File: src/sv/ltp_pkg.sv
// Shared types, constants and the LFSR tap table for the tile permutation block.
`timescale 1ns / 1ps
package ltp_pkg;

  localparam int INDEX_BITS     = 24;
  localparam int ROW_LEN_BITS   = 12;
  localparam int CFG_DATA_BITS  = 24;
  localparam int CFG_INDEX_BITS = 2;
  localparam int SEED_BITS      = 64;

  localparam logic [31:0] GOLDEN_MUL = 32'd2654435761;

  localparam logic [CFG_INDEX_BITS-1:0] REG_ROW_LENGTH = 2'd0;
  localparam logic [CFG_INDEX_BITS-1:0] REG_TILE_COUNT = 2'd1;

  localparam logic CMD_START = 1'b0;
  localparam logic CMD_NEXT  = 1'b1;

  typedef struct packed {
    logic [INDEX_BITS-1:0] index;
    logic                  last;
  } tile_t;

  function automatic logic [31:0] tap_word(input logic [4:0] width);
    logic [31:0] taps;
    case (width)
      5'd0:    taps = 32'h0;
      5'd1:    taps = 32'h1;
      5'd2:    taps = 32'h3;
      5'd3:    taps = 32'h6;
      5'd4:    taps = 32'hc;
      5'd5:    taps = 32'h1e;
      5'd6:    taps = 32'h36;
      5'd7:    taps = 32'h78;
      5'd8:    taps = 32'hb8;
      5'd9:    taps = 32'h1b0;
      5'd10:   taps = 32'h360;
      5'd11:   taps = 32'h740;
      5'd12:   taps = 32'hca0;
      5'd13:   taps = 32'h1b00;
      5'd14:   taps = 32'h3500;
      5'd15:   taps = 32'h7400;
      5'd16:   taps = 32'hb400;
      5'd17:   taps = 32'h1e000;
      5'd18:   taps = 32'h39000;
      5'd19:   taps = 32'h72000;
      5'd20:   taps = 32'hca000;
      5'd21:   taps = 32'h1c8000;
      5'd22:   taps = 32'h270000;
      5'd23:   taps = 32'h6a0000;
      5'd24:   taps = 32'hd80000;
      5'd25:   taps = 32'h1e00000;
      5'd26:   taps = 32'h3880000;
      5'd27:   taps = 32'h7200000;
      5'd28:   taps = 32'hca00000;
      5'd29:   taps = 32'h1d000000;
      5'd30:   taps = 32'h32800000;
      5'd31:   taps = 32'h78000000;
      default: taps = 32'h0;
    endcase
    return taps;
  endfunction

endpackage

File: src/sv/ltp_front.sv
// Request front end: run setup, LFSR candidate search and tile hand-off to the queue.
`timescale 1ns / 1ps
module ltp_front #(
  parameter int MAX_BITS = 24
) (
  input  logic                            clk,
  input  logic                            rst,
  input  logic [ltp_pkg::INDEX_BITS-1:0]  tile_count,
  input  logic                            in_valid,
  output logic                            in_ready,
  input  logic                            command,
  input  logic [ltp_pkg::SEED_BITS-1:0]   seed,
  output logic                            push,
  output ltp_pkg::tile_t                  push_entry,
  input  logic                            full
);
  import ltp_pkg::*;

  typedef enum logic [1:0] {S_IDLE, S_MIX, S_SEARCH, S_PUSH} state_t;

  state_t                 state;
  logic                   run_active;
  logic                   first_pending;
  logic [31:0]            seed_hi;
  logic [MAX_BITS-1:0]    shift_register;
  logic [MAX_BITS-1:0]    stream_mask;
  logic [MAX_BITS-1:0]    tap_mask;
  logic [MAX_BITS-1:0]    width_mask;
  logic [MAX_BITS-1:0]    step_count;
  logic [INDEX_BITS-1:0]  tiles_left;
  logic [INDEX_BITS-1:0]  candidate;

  logic [4:0]             width_raw;
  logic [4:0]             width;
  logic [MAX_BITS-1:0]    new_width_mask;
  logic [MAX_BITS-1:0]    stepped;
  logic [MAX_BITS-1:0]    trial;
  logic                   hit;
  logic [31:0]            product;
  logic [INDEX_BITS-1:0]  tiles_left_next;

  always_comb begin
    width_raw = 5'd0;
    for (int i = 0; i < INDEX_BITS; i++) begin
      if (tile_count[i]) begin
        width_raw = 5'(i + 1);
      end
    end
    width = width_raw;
    if (int'(width_raw) > MAX_BITS) begin
      width = 5'(MAX_BITS);
    end
  end

  assign new_width_mask  = MAX_BITS'((33'd1 << width) - 33'd1);
  assign stepped         = ((shift_register >> 1) ^ (shift_register[0] ? tap_mask : '0))
                           & width_mask;
  assign trial           = first_pending ? stream_mask : (stepped ^ stream_mask);
  assign hit             = 32'(trial) < 32'(tile_count);
  assign product         = seed_hi * GOLDEN_MUL;
  assign tiles_left_next = tiles_left - 1'b1;

  assign in_ready         = (state == S_IDLE);
  assign push             = (state == S_PUSH) && !full;
  assign push_entry.index = candidate;
  assign push_entry.last  = (tiles_left_next == '0);

  always_ff @(posedge clk) begin
    if (rst) begin
      state         <= S_IDLE;
      run_active    <= 1'b0;
      first_pending <= 1'b0;
    end else begin
      case (state)
        S_IDLE: begin
          if (in_valid) begin
            if (command == CMD_START) begin
              seed_hi        <= seed[63:32];
              shift_register <= MAX_BITS'(seed[31:0] | 32'd1) & new_width_mask;
              width_mask     <= new_width_mask;
              tap_mask       <= MAX_BITS'(tap_word(width));
              tiles_left     <= tile_count;
              first_pending  <= 1'b1;
              run_active     <= (tile_count != '0);
              state          <= S_MIX;
            end else if (run_active) begin
              step_count <= '0;
              state      <= S_SEARCH;
            end
          end
        end
        S_MIX: begin
          stream_mask <= MAX_BITS'(product) & width_mask;
          state       <= S_IDLE;
        end
        S_SEARCH: begin
          if (first_pending) begin
            first_pending <= 1'b0;
          end else begin
            shift_register <= stepped;
            step_count     <= step_count + 1'b1;
          end
          if (hit) begin
            candidate <= INDEX_BITS'(trial);
            state     <= S_PUSH;
          end else if (!first_pending && step_count == width_mask) begin
            run_active <= 1'b0;
            state      <= S_IDLE;
          end
        end
        S_PUSH: begin
          if (!full) begin
            tiles_left <= tiles_left_next;
            if (tiles_left_next == '0) begin
              run_active <= 1'b0;
            end
            state <= S_IDLE;
          end
        end
        default: state <= S_IDLE;
      endcase
    end
  end

endmodule

File: src/sv/ltp_queue.sv
// Small first-in first-out queue between the search front end and the divider.
`timescale 1ns / 1ps
module ltp_queue #(
  parameter int WIDTH = 25,
  parameter int DEPTH = 2
) (
  input  logic             clk,
  input  logic             rst,
  input  logic             push,
  input  logic [WIDTH-1:0] push_data,
  output logic             full,
  input  logic             pop,
  output logic [WIDTH-1:0] pop_data,
  output logic             empty
);
  localparam int PW = (DEPTH > 1) ? $clog2(DEPTH) : 1;
  localparam int CW = $clog2(DEPTH + 1);

  logic [WIDTH-1:0] storage [DEPTH];
  logic [PW-1:0]    wr_ptr;
  logic [PW-1:0]    rd_ptr;
  logic [CW-1:0]    fill;

  assign full     = (fill == CW'(DEPTH));
  assign empty    = (fill == '0);
  assign pop_data = storage[rd_ptr];

  always_ff @(posedge clk) begin
    if (rst) begin
      wr_ptr <= '0;
      rd_ptr <= '0;
      fill   <= '0;
    end else begin
      if (push && !full) begin
        storage[wr_ptr] <= push_data;
        wr_ptr <= (wr_ptr == PW'(DEPTH - 1)) ? '0 : wr_ptr + 1'b1;
      end
      if (pop && !empty) begin
        rd_ptr <= (rd_ptr == PW'(DEPTH - 1)) ? '0 : rd_ptr + 1'b1;
      end
      if ((push && !full) && !(pop && !empty)) begin
        fill <= fill + 1'b1;
      end else if (!(push && !full) && (pop && !empty)) begin
        fill <= fill - 1'b1;
      end
    end
  end

endmodule

File: src/sv/ltp_divider.sv
// Back end: restoring divider that splits a tile index into column and row, with output register.
`timescale 1ns / 1ps
module ltp_divider #(
  parameter int COLUMN_BITS = 12
) (
  input  logic                             clk,
  input  logic                             rst,
  input  logic [ltp_pkg::ROW_LEN_BITS-1:0] row_length,
  input  logic                             entry_valid,
  input  ltp_pkg::tile_t                   entry,
  output logic                             take,
  output logic                             out_valid,
  input  logic                             out_ready,
  output logic [COLUMN_BITS-1:0]           column,
  output logic [ltp_pkg::INDEX_BITS-1:0]   row,
  output logic                             last
);
  import ltp_pkg::*;

  localparam int BW = $clog2(INDEX_BITS);

  typedef enum logic [1:0] {S_IDLE, S_DIV, S_DONE} state_t;

  state_t                  state;
  logic [INDEX_BITS-1:0]   quotient;
  logic [ROW_LEN_BITS-1:0] remainder;
  logic [BW-1:0]           bit_count;
  logic                    last_flag;

  logic [ROW_LEN_BITS:0]   shifted;
  logic [ROW_LEN_BITS:0]   diff;

  assign shifted = {remainder, quotient[INDEX_BITS-1]};
  assign diff    = shifted - {1'b0, row_length};
  assign take    = (state == S_IDLE) && entry_valid;

  always_ff @(posedge clk) begin
    if (rst) begin
      state     <= S_IDLE;
      out_valid <= 1'b0;
    end else begin
      if (out_valid && out_ready && (state != S_DONE)) begin
        out_valid <= 1'b0;
      end
      case (state)
        S_IDLE: begin
          if (entry_valid) begin
            quotient  <= entry.index;
            remainder <= '0;
            last_flag <= entry.last;
            bit_count <= '0;
            state     <= (row_length == '0) ? S_DONE : S_DIV;
          end
        end
        S_DIV: begin
          if (!diff[ROW_LEN_BITS]) begin
            remainder <= diff[ROW_LEN_BITS-1:0];
          end else begin
            remainder <= shifted[ROW_LEN_BITS-1:0];
          end
          quotient  <= {quotient[INDEX_BITS-2:0], ~diff[ROW_LEN_BITS]};
          bit_count <= bit_count + 1'b1;
          if (bit_count == BW'(INDEX_BITS - 1)) begin
            state <= S_DONE;
          end
        end
        S_DONE: begin
          if (!out_valid || out_ready) begin
            out_valid <= 1'b1;
            column    <= COLUMN_BITS'(remainder);
            row       <= quotient;
            last      <= last_flag;
            state     <= S_IDLE;
          end
        end
        default: state <= S_IDLE;
      endcase
    end
  end

endmodule

File: src/sv/lfsr_tile_permutation.sv
// Top level of the pseudo-random tile permutation block: configuration and the three parts.
//
// Requests arrive on in_valid/in_ready with a command and a 64-bit seed. A start request
// (command 0) sets up a run from the seed and the current tile_count and gives no result.
// A next request (command 1) searches the LFSR for the next tile index below tile_count
// (usually one or two steps), places it in a two-entry queue, and the divider splits it
// into column and row by restoring division. A next request with no run active gives no
// result. Results leave on out_valid/out_ready with column, row and last, which marks the
// final tile of the run. The divider takes a new tile only after it has handed the last
// one to the output register. The front end keeps taking requests while the divider works,
// until the queue fills; a stalled receiver holds the output register and, behind it, the
// queue and the front end.
// Configuration is written through write_enable, write_index and write_data while no
// request is in flight; the user keeps to this, as the block itself does not enforce it.
// Reset clears any run and returns row_length to 80 and tile_count to 2000.
`timescale 1ns / 1ps
module lfsr_tile_permutation #(
  parameter int MAX_BITS    = 24,
  parameter int COLUMN_BITS = 12
) (
  input  logic                               clk,
  input  logic                               rst,
  input  logic                               write_enable,
  input  logic [ltp_pkg::CFG_INDEX_BITS-1:0] write_index,
  input  logic [ltp_pkg::CFG_DATA_BITS-1:0]  write_data,
  input  logic                               in_valid,
  output logic                               in_ready,
  input  logic                               command,
  input  logic [ltp_pkg::SEED_BITS-1:0]      seed,
  output logic                               out_valid,
  input  logic                               out_ready,
  output logic [COLUMN_BITS-1:0]             column,
  output logic [ltp_pkg::INDEX_BITS-1:0]     row,
  output logic                               last
);
  import ltp_pkg::*;

  logic [ROW_LEN_BITS-1:0] row_length;
  logic [INDEX_BITS-1:0]   tile_count;

  logic  push;
  tile_t push_entry;
  logic  full;
  logic  take;
  tile_t pop_entry;
  logic  empty;

  always_ff @(posedge clk) begin
    if (rst) begin
      row_length <= ROW_LEN_BITS'(80);
      tile_count <= INDEX_BITS'(2000);
    end else if (write_enable) begin
      case (write_index)
        REG_ROW_LENGTH: row_length <= write_data[ROW_LEN_BITS-1:0];
        REG_TILE_COUNT: tile_count <= write_data[INDEX_BITS-1:0];
        default: ;
      endcase
    end
  end

  ltp_front #(
    .MAX_BITS(MAX_BITS)
  ) u_front (
    .clk        (clk),
    .rst        (rst),
    .tile_count (tile_count),
    .in_valid   (in_valid),
    .in_ready   (in_ready),
    .command    (command),
    .seed       (seed),
    .push       (push),
    .push_entry (push_entry),
    .full       (full)
  );

  ltp_queue #(
    .WIDTH($bits(tile_t)),
    .DEPTH(2)
  ) u_queue (
    .clk       (clk),
    .rst       (rst),
    .push      (push),
    .push_data (push_entry),
    .full      (full),
    .pop       (take),
    .pop_data  (pop_entry),
    .empty     (empty)
  );

  ltp_divider #(
    .COLUMN_BITS(COLUMN_BITS)
  ) u_divider (
    .clk         (clk),
    .rst         (rst),
    .row_length  (row_length),
    .entry_valid (!empty),
    .entry       (pop_entry),
    .take        (take),
    .out_valid   (out_valid),
    .out_ready   (out_ready),
    .column      (column),
    .row         (row),
    .last        (last)
  );

endmodule

File: config.mk
export PLATFORM = sky130hd
export DESIGN_NAME = lfsr_tile_permutation
export DESIGN_NICKNAME = d
export VERILOG_FILES = /design/src/sv/ltp_pkg.sv /design/src/sv/ltp_front.sv /design/src/sv/ltp_queue.sv /design/src/sv/ltp_divider.sv /design/src/sv/lfsr_tile_permutation.sv
export SDC_FILE = /design/constraint.sdc
export NUM_CORES = 1
export LEC_CHECK = 0
export ABC_AREA = 1
export BUFFER_PORTS_ARGS = -buffer_cell sky130_fd_sc_hd__buf_4
export CORE_MARGIN = 2
export CORE_UTILIZATION = 42
export DETAILED_ROUTE_END_ITERATION = 16
export PLACE_DENSITY = 0.67
export SLEW_MARGIN = 20
export SYNTH_ARGS = -nofsm -noshare
export SYNTH_HDL_FRONTEND = slang
export SYNTH_SLANG_ARGS = --single-unit
File: constraint.sdc
create_clock -name clk -period 7.05 [get_ports clk]
set_clock_uncertainty 0.1 [all_clocks]
set_input_delay 1.0575 -clock clk [delete_from_list [all_inputs] [get_ports clk]]
set_output_delay 1.0575 -clock clk [all_outputs]
set_load 0.05 [all_outputs]
## After elaboration in Yosys (flattened, before gate mapping)

Memory sizes are Yosys's and may differ from the RTL's. A register that Yosys moved wholly into a read port is not among the register bits.
Cells that the tools add are included.

- Add/sub/neg operators: 9
- Multipliers: 1
- Order comparisons: 2
- Equality and inequality tests: 24
- Shift operators: 1
- Muxes and demuxes: 81
- Bitwise gates (word level): 9
- Reductions and logical operators: 43

Operators with widths:

| cell | number |
|---|---|
| $mux W24 | 13 |
| $pmux W24 S2 | 4 |
| $mux W5 | 25 |
| $and A24 B24 Y24 | 3 |
| $sub A24 B1 Y24 const B | 2 |
| $mul A32 B32 Y24 const B | 1 |
| $add A24 B1 Y24 const B | 1 |
| $eq A24 B24 Y1 | 1 |
| $logic_not A24 Y1 | 1 |
| $lt A24 B24 Y1 | 1 |
| $mux W12 | 2 |
| $mux W2 | 12 |
| $pmux W12 S2 | 1 |
| $reduce_bool A24 Y1 | 1 |
| $shl A1 B5 Y24 const A | 1 |
| $xor A23 B24 Y24 | 1 |
| $xor A24 B24 Y24 | 1 |
| $mux W1 | 19 |
| $reduce_and A3 Y1 | 6 |
| $ne A2 B2 Y1 const B | 7 |
| $sub A13 B12 Y13 | 1 |
| $logic_not A12 Y1 | 1 |
| $ne A2 B1 Y1 const B | 6 |
| $pmux W5 S2 | 1 |
| 26 further kinds | 58 |

- Bits in registers: 302
- Memory bits (writable): 50
- Bits in read-only memories: 992
- Input bits: 96
- Output and inout bits: 39
- Logic and storage cells: 196
- Memories kept: 2

Memories:

| memory | depth | width | read ports | clocked after Yosys merged registers in | write ports | RTL line | RTL |
|---|---|---|---|---|---|---|---|
| (name not given) | 32 | 31 | 1 | 1 | 0 | ltp_pkg.sv:26 | `case (width)` |
| u_queue.storage | 2 | 25 | 1 | 1 | 1 | ltp_queue.sv:19 | `logic [WIDTH-1:0] storage [DEPTH];` |

## Depth between registers and ports, before layout

Gate-level depths: netlist of run 1.

- Depth after elaboration: 32
- Mapped depth: 40

## By module

Synthesis of run 1 repeated with hierarchy kept, for this count alone.

- Cell total of the unflattened synthesis: 2,492
- Area, all modules: 23,677.7 um^2

Modules (own cells, without submodules):

| module | instances | cells each | area each (um^2) | seq. area each (um^2) |
|---|---|---|---|---|
| ltp_front | 1 | 1,742 | 16,017.9 | 5,845.6 |
| ltp_divider | 1 | 415 | 3,986.3 | 2,432.3 |
| ltp_queue | 1 | 116 | 2,162.1 | 1,601.5 |
| lfsr_tile_permutation | 1 | 219 | 1,511.4 | 720.7 |

## Worst setup path after synthesis of run 1

OpenSTA, ideal clock, no wires.

- Path kind: register to register
- From: register u_front.seed_hi[2]
- To: register u_front.stream_mask[22], data pin
- Setup time: 0.259 ns
- Data arrival time: 5.378 ns
- Data required time: 6.691 ns
- Path slack: 1.313 ns
- Cell stages (with the launch flop): 23
- Period minus slack after synthesis: 5.737 ns
- Cells stage by stage: edfxtp_1 fa_1 fa_1 ha_1 inv_1 fa_1 fa_1 fa_1 inv_1 fa_1 ha_1 nand2_1 inv_1 a221oi_1 o211ai_1 nand2_1 nand2_1 a21oi_1 nor2_1 nor2_1 o21bai_1 o21ai_0 a21oi_1

- Word-level cells in the longest chain between the ends: 2

RTL lines:

| item | RTL line | RTL |
|---|---|---|
| from (decl) | ltp_front.sv:24 | `logic [31:0] seed_hi;` |
| from (signal assigned) | ltp_front.sv:78 | `seed_hi <= seed[63:32];` |
| $mul A32 B32 Y24 | ltp_front.sv:60 | `assign product = seed_hi * GOLDEN_MUL;` |
| $and A24 B24 Y24 | ltp_front.sv:93 | `stream_mask <= MAX_BITS'(product) & width_mask;` |
| to (signal assigned) | ltp_front.sv:93 |  |
| to (decl) | ltp_front.sv:26 | `logic [MAX_BITS-1:0] stream_mask;` |

No other way between the ends.
A chain may end at the register's enable or synchronous reset.

## Worst setup path after layout of run 1

- From: register u_front.seed_hi[2]
- To: register u_front.stream_mask[23], data pin

The elaborated chain is that of the path after synthesis.

==> results of run 1 <==
[layer usage]
metal / part of all wire / track usage / vias to the layer above
met5: 0 / 0 / -
met4: 0.028 / 0.0606 / 0
met3: 0.064 / 0.0357 / 96
met2: 0.46 / 0.312 / 444
met1: 0.44 / 0.264 / 7506
li1: - / - / 7657
[critical path: cells and delay by family (launching register included)]
family,cells,cell delay (ps)
buffers and inverters,3,150
AND/OR/NAND/NOR,4,300
flip-flops,1,760
AO/OA/AOI/OAI,7,1080
adder cells (fa/ha/maj),8,3630
[synthesized netlist by cell type, types with 4 or more instances]
library cell  number
inv_1            360
edfxtp_1         321
nand2_1          320
nor2_1           170
o21ai_0          158
ha_1             156
a21oi_1          108
fa_1             100
nand3_1           63
xor2_1            60
xnor2_1           53
dfxtp_1           48
nor3_1            39
clkbuf_1          35
inv_2             25
and3_1            24
nand4_1           19
nand2_2           17
nor2_2            14
nor4_1            12
nor2_4            10
o211ai_1          10
nand2_4            9
nor3b_1            9
o22ai_1            7
a221oi_1           6
nand3_2            6
a211oi_1           5
a31oi_1            5
buf_1              4
buf_2              4
nand3b_1           4
o21ai_1            4
[cell type report]
class / count / area [sq um] / share of cell area
clock buffers: 48 / 1050 / 0.0413
clock inverters: 28 / 284 / 0.0112
inverters: 388 / 1470 / 0.0578
multi-input cells: 1422 / 10200 / 0.400
flip-flops and latches: 369 / 10600 / 0.416
well taps: 688 / 861 / 0.0338
repair buffers: 134 / 1020 / 0.0400
[per-stage QoR]
| stage | total power (uW) | std cells |
|---|---|---|
| 2_1_floorplan | 7090 | 2224 |
| 3_3_place_gp | 8430 | 3000 |
| 3_5_place_dp | 8530 | 3000 |
| 4_1_cts | 10700 | 3076 |
| 5_1_grt | 11500 | 3077 |
| 6_report | 10600 | 3077 |
[power by group]
group | total, uW | leakage (uW) | internal [uW] | switching [uW]
registers | 3260 | 0.00333 | 3020 | 243
clock network | 2130 | 0.000651 | 1230 | 898
logic | 5230 | 0.00685 | 1960 | 3270
total | 10600 | 0.0108 | 6210 | 4410
[final timing paths]
path / start / end / slack [ps]
worst max-delay path: u_front.seed_hi[2] / u_front.stream_mask[23] / 780
worst min-delay path: u_divider.last_flag / u_divider.last / 340
worst max register to register: u_front.seed_hi[2] / u_front.stream_mask[23] / 780
worst min register to register: u_divider.last_flag / u_divider.last / 340
[kinds of logic after synthesis]
logic type | Yosys count
AOI/OAI and AO/OA | 317
xor gates and xnor gates | 114
adders and majority gates | 256
buffers and inverters | 433
DFF | 369
muxes | 2
and+or+nand+nor | 733
==> metrics.txt, run 1 <==
Min Hold Slack=337 ps; Layout Utilization=0.484; top cells by area, synth=edfxtp_1 43%, fa_1 8.9%, ha_1 8.7%, inv_1 6.0%, nand2_1 5.4%; largest family of logic cells by synthesized area=adder cells; Yosys Warn Count=0; Layout Nets=2708; # clock sinks=369; Die X=235 microns; most frequent cells in the layout=359 x inv_1, 321 x edfxtp_1, 320 x nand2_1; post-synth top area cell=edfxtp_1; Static Leak=0.0108 uW; CTS Buffer Depth=3; Antenna diodes=0; DR vias=15700; synthesized flop and latch total=369; Inserted Clock Buffers=41; CTS clk-pin slew, worst paths=60 ps; simple-gate share of the synthesized area=0.153; WP data required=7280 ps; post-CTS sizing=0; Critical Path AT=6500 ps; Critical Path End Type=register; initial antenna violation count=0; Post-Synth Adder-Cell Area=0.177; async set-or-reset flop fraction in the synthesized netlist=0; post-synthesis mux area share=0.000951; initial DRC count=1165; Die Ht=235 microns; Final period util=0.890; layout cell share with drive strength beyond 1=0.127; num rows=84; top achievable clock speed=159 MHz; register area share after synthesis=0.474; IO buf count=117; total core area=52700 sq um; routed vias/inst=5.10; post-route setup slack=776 ps; antenna viol nets, final=0; first-pass GRT wire length=84.4 mm; syn_nets=2576; final setup violation count=0; outcome=finished, final reports clean; die area=55100 sq um; Rel. slew slack=0.338; largest reg by FF count=u_queue.storage; total global-route track usage=0.193; crit-path cells=fa_1, fa_1, ha_1, inv_1, fa_1, fa_1, fa_1, inv_1, fa_1, ha_1, nand2_1, nor2_1, a211oi_1, o211ai_1, nand2_1, inv_1, o21ai_0, a21oi_1, o21ai_0, nand2_1, o21ai_0, a21oi_1; worst slack at placement=766 ps; EDFF count, synth=321; Synth cell types=60; slowest stage delay, CP=760 ps; Most common cell on crit path=fa_1; post-CTS setup buffer count=0; peak supply drop=0.371 mV; max reg flops=50; RSZ-0062 raised after global routing=false; cells after synthesis=2224; CTS tree=done; max-slew violations=0; vias in the first global route=15600; Synth Area in Compound Gates=0.0765; Post-Synth XOR/XNOR Area=0.0450; top cell type's share of synthesized area=0.431; number of max-cap violations=0; PwrDens=417 nW/um^2; Worst Hold Depth=0; Pre-Repair DR Iteration Count=5; GPL Wtd Cong=0.920; fin area=25500 sq um; synthesized area per cell=10.1 sq um; CP Max Fanout=10; P&R area growth vs syn=13.8%; most common cell after layout, fill and taps aside=inv_1; Slew @ Worst Pin=992 ps; slowest CP cell=edfxtp_1; hold_buf cts=0; # DRC=0; I/O pin cnt=135; Final Hold Fails=0; dpl cell area=24100 sq um; clk_lat worst skew=590 ps; post-synthesis instance area=22400 sq um; FF-to-FF path depth=22; final WL=53.4 mm; worst hold path class=reg2reg; setup tns final=0 ps; Post-synth top flop=edfxtp_1; grt ovf=0; Crit Path Class=reg2reg; DR WL/cell=17.4 microns; Critical Path Start Type=register; fillers=4795; Root Driver=clkbuf_16; # H-tree levels=2; Final Critical Period=6270 ps; Starting Density=0.425; largest net degree at the start of global routing=73; dpl hpwl=41.5 mm
(Power assumes the default switching activity.)
==> run 2: changes to the inputs <==
--- a/config.mk
+++ b/config.mk
@@ -10,6 +10,7 @@
 export CORE_MARGIN = 2
 export CORE_UTILIZATION = 42
 export DETAILED_ROUTE_END_ITERATION = 16
+export MAX_ROUTING_LAYER = met4
 export PLACE_DENSITY = 0.67
 export SLEW_MARGIN = 20
 export SYNTH_ARGS = -nofsm -noshare
==> run 2 against run 1 <==
Clock power rose by 4%. Critical path depth increased by 2. Maximum frequency fell by 1.5%. Routed wire length grew 1.5%. Core utilization increased by 0.097 points. Highest routed layer unchanged.
==> metrics.txt, run 2 (synthesis gave the netlist of run 1 again) <==
outcome=finished, final reports clean; CTS clk-pin slew, worst paths=60 ps; clk_lat worst skew=590 ps; worst slack at placement=709 ps; largest reg by FF count=u_queue.storage; final setup violation count=0; Root Driver=clkbuf_16; first-pass GRT wire length=85.8 mm; setup tns final=0 ps; Worst path top cell family by delay=adder cells; die area=55100 sq um; vias in the first global route=15900; CTS tree=done; routed vias/inst=5.19; Rel. slew slack=0.330; peak supply drop=0.321 mV; WP data required=7270 ps; Reg2Reg Launch Point=u_front.seed_hi[9]; largest net degree at the start of global routing=73; Inst Count DP=2999; Critical Path End Type=register; slowest CP cell=fa_1; Layout Utilization=0.485; P&R area growth vs syn=14.0%; total core area=52700 sq um; post-CTS setup buffer count=0; Static Leak=0.0108 uW; crit-path cells=ha_1, fa_1, inv_1, fa_1, inv_1, fa_1, ha_1, inv_1, fa_1, inv_1, fa_1, ha_1, inv_1, o21ai_0, a31oi_1, o211ai_1, nand2_1, inv_1, o21ai_0, a21oi_1, o21ai_0, nand2_1, o21ai_0, a21oi_1; slowest stage delay, CP=570 ps; Die Ht=235 microns; Starting Density=0.425; WP buf/inv=6; total global-route track usage=0.202; Critical Path AT=6590 ps; Most common cell on crit path=inv_1; layout cell share with drive strength beyond 1=0.131; # DRC=0; IO buf count=117; Die X=235 microns; Final period util=0.903; most common cell after layout, fill and taps aside=inv_1; CP Max Fanout=6; DR WL/cell=17.6 microns; Antenna diodes=0; Finished Layout Cells=3076; hold_buf cts=0; most frequent cells in the layout=358 x inv_1, 321 x edfxtp_1, 320 x nand2_1; I/O pin cnt=135; Pre-Repair DR Iteration Count=5; dpl hpwl=41.8 mm; grt ovf=0; CTS Buffer Depth=3; PwrDens=421 nW/um^2; antenna viol nets, final=0; max-slew violations=0; post-CTS sizing=0; Slew @ Worst Pin=1000 ps; # H-tree levels=2; Critical Path Start Type=register; worst hold path class=reg2reg; initial antenna violation count=0; Hold Crit Start=u_divider.last_flag; # clock sinks=369; initial DRC count=1240; num rows=84; RSZ-0062 raised after global routing=false; post-route setup slack=682 ps; Final Hold Fails=0; Crit Path Class=reg2reg; Worst Setup SP=u_front.seed_hi[9]; final WL=54.2 mm; number of max-cap violations=0; Layout Nets=2707; DR vias=16000; top achievable clock speed=157 MHz; Inserted Clock Buffers=41; GPL Wtd Cong=0.939; fillers=4824; max reg flops=50; Final Critical Period=6370 ps
==> run 2: changes by cell type in the layout (fill, tap and decap cells not counted), sizes merged <==
cell	change
clkinv	-7
inv	+1
buf	-1
bufinv	+1
clkinvlp	+5
==> run 2: power breakdown <==
group,internal (uW),total (uW),switching [uW]
registers,3020,3260,242
logic,1960,5280,3320
clock network,1280,2210,929
==> run 2: worst reg2reg max path, stage by stage, from the launching register on <==
cell and delay [ps]:
edfxtp_1 550, ha_1 470, fa_1 570, inv_1 60, fa_1 470, inv_1 50
fa_1 460, ha_1 300, inv_1 50, fa_1 540, inv_1 60, fa_1 500
ha_1 340, inv_1 120, o21ai_0 100, a31oi_1 260, o211ai_1 170, nand2_1 90
inv_1 50, o21ai_0 200, a21oi_1 120, o21ai_0 170, nand2_1 90, o21ai_0 140
a21oi_1 60
==> run 2: worst paths after layout <==
check	slack, ps	cells after the start	end
worst min-delay path	330	0	u_divider.last
worst max register to register	680	24	u_front.stream_mask[23]
worst min register to register	330	0	u_divider.last
worst max-delay path	680	24	u_front.stream_mask[23]
==> run 2: cell type report <==
cell class	instances	area, sq um	area share
Timing Repair Buffer	133	1010	0.0396
Multi-Input combinational cell	1422	10200	0.399
Clock buffer	48	1060	0.0416
Tap cell	688	861	0.0337
Sequential cell	369	10600	0.415
Inverter	388	1470	0.0577
Clock inverter	28	333	0.0130
==> run 2: routing by layer <==
metal | vias up | routed length, microns | global-route usage
li1 | 7671 | - | -
met4 | 0 | 1700 | 0.0631
met1 | 7680 | 23900 | 0.270
met2 | 502 | 25300 | 0.318
met3 | 121 | 3260 | 0.0309
met5 | - | 0 | -
==> run 2: metrics by stage <==
step	area, sq um	hold slack (ps)	power [uW]
2_1_floorplan	22400	300	7090
3_3_place_gp	24100	312	8440
3_5_place_dp	24100	314	8580
4_1_cts	25500	326	10800
5_1_grt	25500	337	11700
6_report	25500	331	10700
==> run 3: changes to the inputs <==
--- a/config.mk
+++ b/config.mk
@@ -8,10 +8,10 @@
 export ABC_AREA = 1
 export BUFFER_PORTS_ARGS = -buffer_cell sky130_fd_sc_hd__buf_4
 export CORE_MARGIN = 2
-export CORE_UTILIZATION = 42
+export CORE_UTILIZATION = 62
 export DETAILED_ROUTE_END_ITERATION = 16
 export MAX_ROUTING_LAYER = met4
-export PLACE_DENSITY = 0.67
+export PLACE_DENSITY = 0.89
 export SLEW_MARGIN = 20
 export SYNTH_ARGS = -nofsm -noshare
 export SYNTH_HDL_FRONTEND = slang
==> run 3 against run 2 <==
Register-to-register slack worse by 200 ps. Setup slack worse by 200 ps. Clock-buffer cell count is 14 higher. Maximum frequency is 3.1% lower. Critical path depth is 2 lower. Sequential cell count stayed put. Via count is 4.4% higher. Hold slack better by 11 ps. Total power is 1.7% higher. Clock power is 3% lower. Cell count is 7.4% lower. Core utilization is 22 points higher.
==> metrics.txt, run 3 (synthesis gave the netlist of run 1 again) <==
Rel. slew slack=0.303; # H-tree levels=2; crit-path cells=fa_1, fa_1, ha_1, inv_1, fa_1, fa_1, fa_1, inv_1, fa_1, ha_1, nand2_1, nor2_1, a211oi_1, o211ai_1, nand2_1, inv_1, o21ai_0, a21oi_1, o21ai_0, nand2_1, o21ai_0, a21oi_1; IO buf count=117; slowest CP cell=edfxtp_1; Final Hold Fails=0; P&R area growth vs syn=12.7%; initial antenna violation count=0; total global-route track usage=0.308; CP Max Fanout=9; final setup violation count=0; post-CTS sizing=0; Worst path top cell family by delay=adder cells; first-pass GRT wire length=88.1 mm; largest net degree at the start of global routing=73; DR vias=16700; Int Power=6250 uW; Critical Path AT=6770 ps; most common cell after layout, fill and taps aside=inv_1; WP data required=7250 ps; Critical Path Start Type=register; Reg2Reg Capture Point=u_front.stream_mask[23]; Worst Hold Depth=0; # clock sinks=369; most frequent cells in the layout=359 x inv_1, 321 x edfxtp_1, 320 x nand2_1; flop2flop setup slack=480 ps; layout cell share with drive strength beyond 1=0.128; post-CTS setup buffer count=0; worst slack at placement=666 ps; WP buf/inv=3; peak supply drop=0.555 mV; CTS clk-pin slew, worst paths=60 ps; grt ovf=0; PwrDens=433 nW/um^2; number of max-cap violations=0; CTS tree=done; WHS Endpoint=u_queue.storage[0][18]; Starting Density=0.629; Hold Crit Start=u_front.candidate[17]; Antenna diodes=0; Switching Fraction=0.428; Die Ht=194 microns; FF-to-FF path depth=22; RSZ-0062 raised after global routing=false; Inserted Clock Buffers=41; Psw=4680 uW; worst hold path class=reg2reg; Final Critical Period=6570 ps; top achievable clock speed=152 MHz; Layout Nets=2708; GPL Wtd Cong=1.00; Most common cell on crit path=fa_1; I/O pin cnt=135; die area=37600 sq um; Critical Path End Type=register; routed vias/inst=5.85; hold_buf cts=0; num rows=69; max reg flops=50; Final period util=0.932; largest reg by FF count=u_queue.storage; post-route setup slack=481 ps; combinational fraction of design power=0.506; final WL=55.5 mm; setup tns final=0 ps; Crit Path Class=reg2reg; antenna viol nets, final=0; Static Leak=0.0109 uW; dpl hpwl=41.6 mm; slowest stage delay, CP=780 ps; Pre-Repair DR Iteration Count=5; Reg2Reg Launch Point=u_front.seed_hi[3]; Flop pwr share=0.297; Clk pwr share=0.197; # DRC=0; DR WL/cell=19.5 microns; vias in the first global route=17200; Root Driver=clkbuf_16; total core area=35600 sq um; Die X=194 microns; initial DRC count=1605; Slew @ Worst Pin=1040 ps; max-slew violations=0; outcome=finished, final reports clean; clk_lat worst skew=580 ps; CTS Buffer Depth=3
## run 3: cell type report
cell class	count	area [sq um]
fill	2493	10300
tap	461	577
timing repair buffer	134	1020
multi-input combinational	1422	10200
clock buffer	62	1210
sequential	369	10600
clock inverter	12	165
inverter	388	1470
## run 3: worst max-delay path by stage
stage	start	end	depth (start not counted)	slack [ps]
6_report	u_front.seed_hi[3]	u_front.stream_mask[23]	22	480
5_1_grt	u_front.seed_hi[3]	u_front.stream_mask[22]	22	140
4_1_cts	u_front.seed_hi[3]	u_front.stream_mask[23]	22	530
3_5_place_dp	u_front.seed_hi[3]	u_front.stream_mask[22]	22	670
3_3_place_gp	u_front.seed_hi[3]	u_front.stream_mask[23]	22	790
2_1_floorplan	u_front.seed_hi[2]	u_front.stream_mask[22]	22	1310
## run 3: through the flow
| stage | std cells | util | area (sq um) | hold WS (ps) | power [uW] |
|---|---|---|---|---|---|
| floorplan | 2224 | - | 22400 | 300 | 7090 |
| global placement | 2773 | 0.670 | 23800 | 323 | 8270 |
| detailed placement | 2773 | 0.670 | 23800 | 329 | 8580 |
| CTS | 2847 | 0.708 | 25200 | 332 | 10900 |
| global route | 2848 | 0.709 | 25200 | 357 | 11700 |
| finish | 2848 | 0.709 | 25200 | 342 | 10900 |
## run 3: power by group through the flow
stage / clock network [uW] / logic [uW] / registers (uW)
finish: 2150 / 5530 / 3250
global placement: 0 / 5010 / 3260
detailed placement: 0 / 5300 / 3280
floorplan: 0 / 3840 / 3260
CTS: 2170 / 5450 / 3240
global route: 2260 / 6180 / 3280
## run 3: routing by layer
layer  vias up  wire (microns)  GRT usage
met4         0            3100      0.161
met2       858           27400      0.509
li1       7655               -          -
met1      7946           19800      0.355
met5         -               0          -
met3       212            5150     0.0651
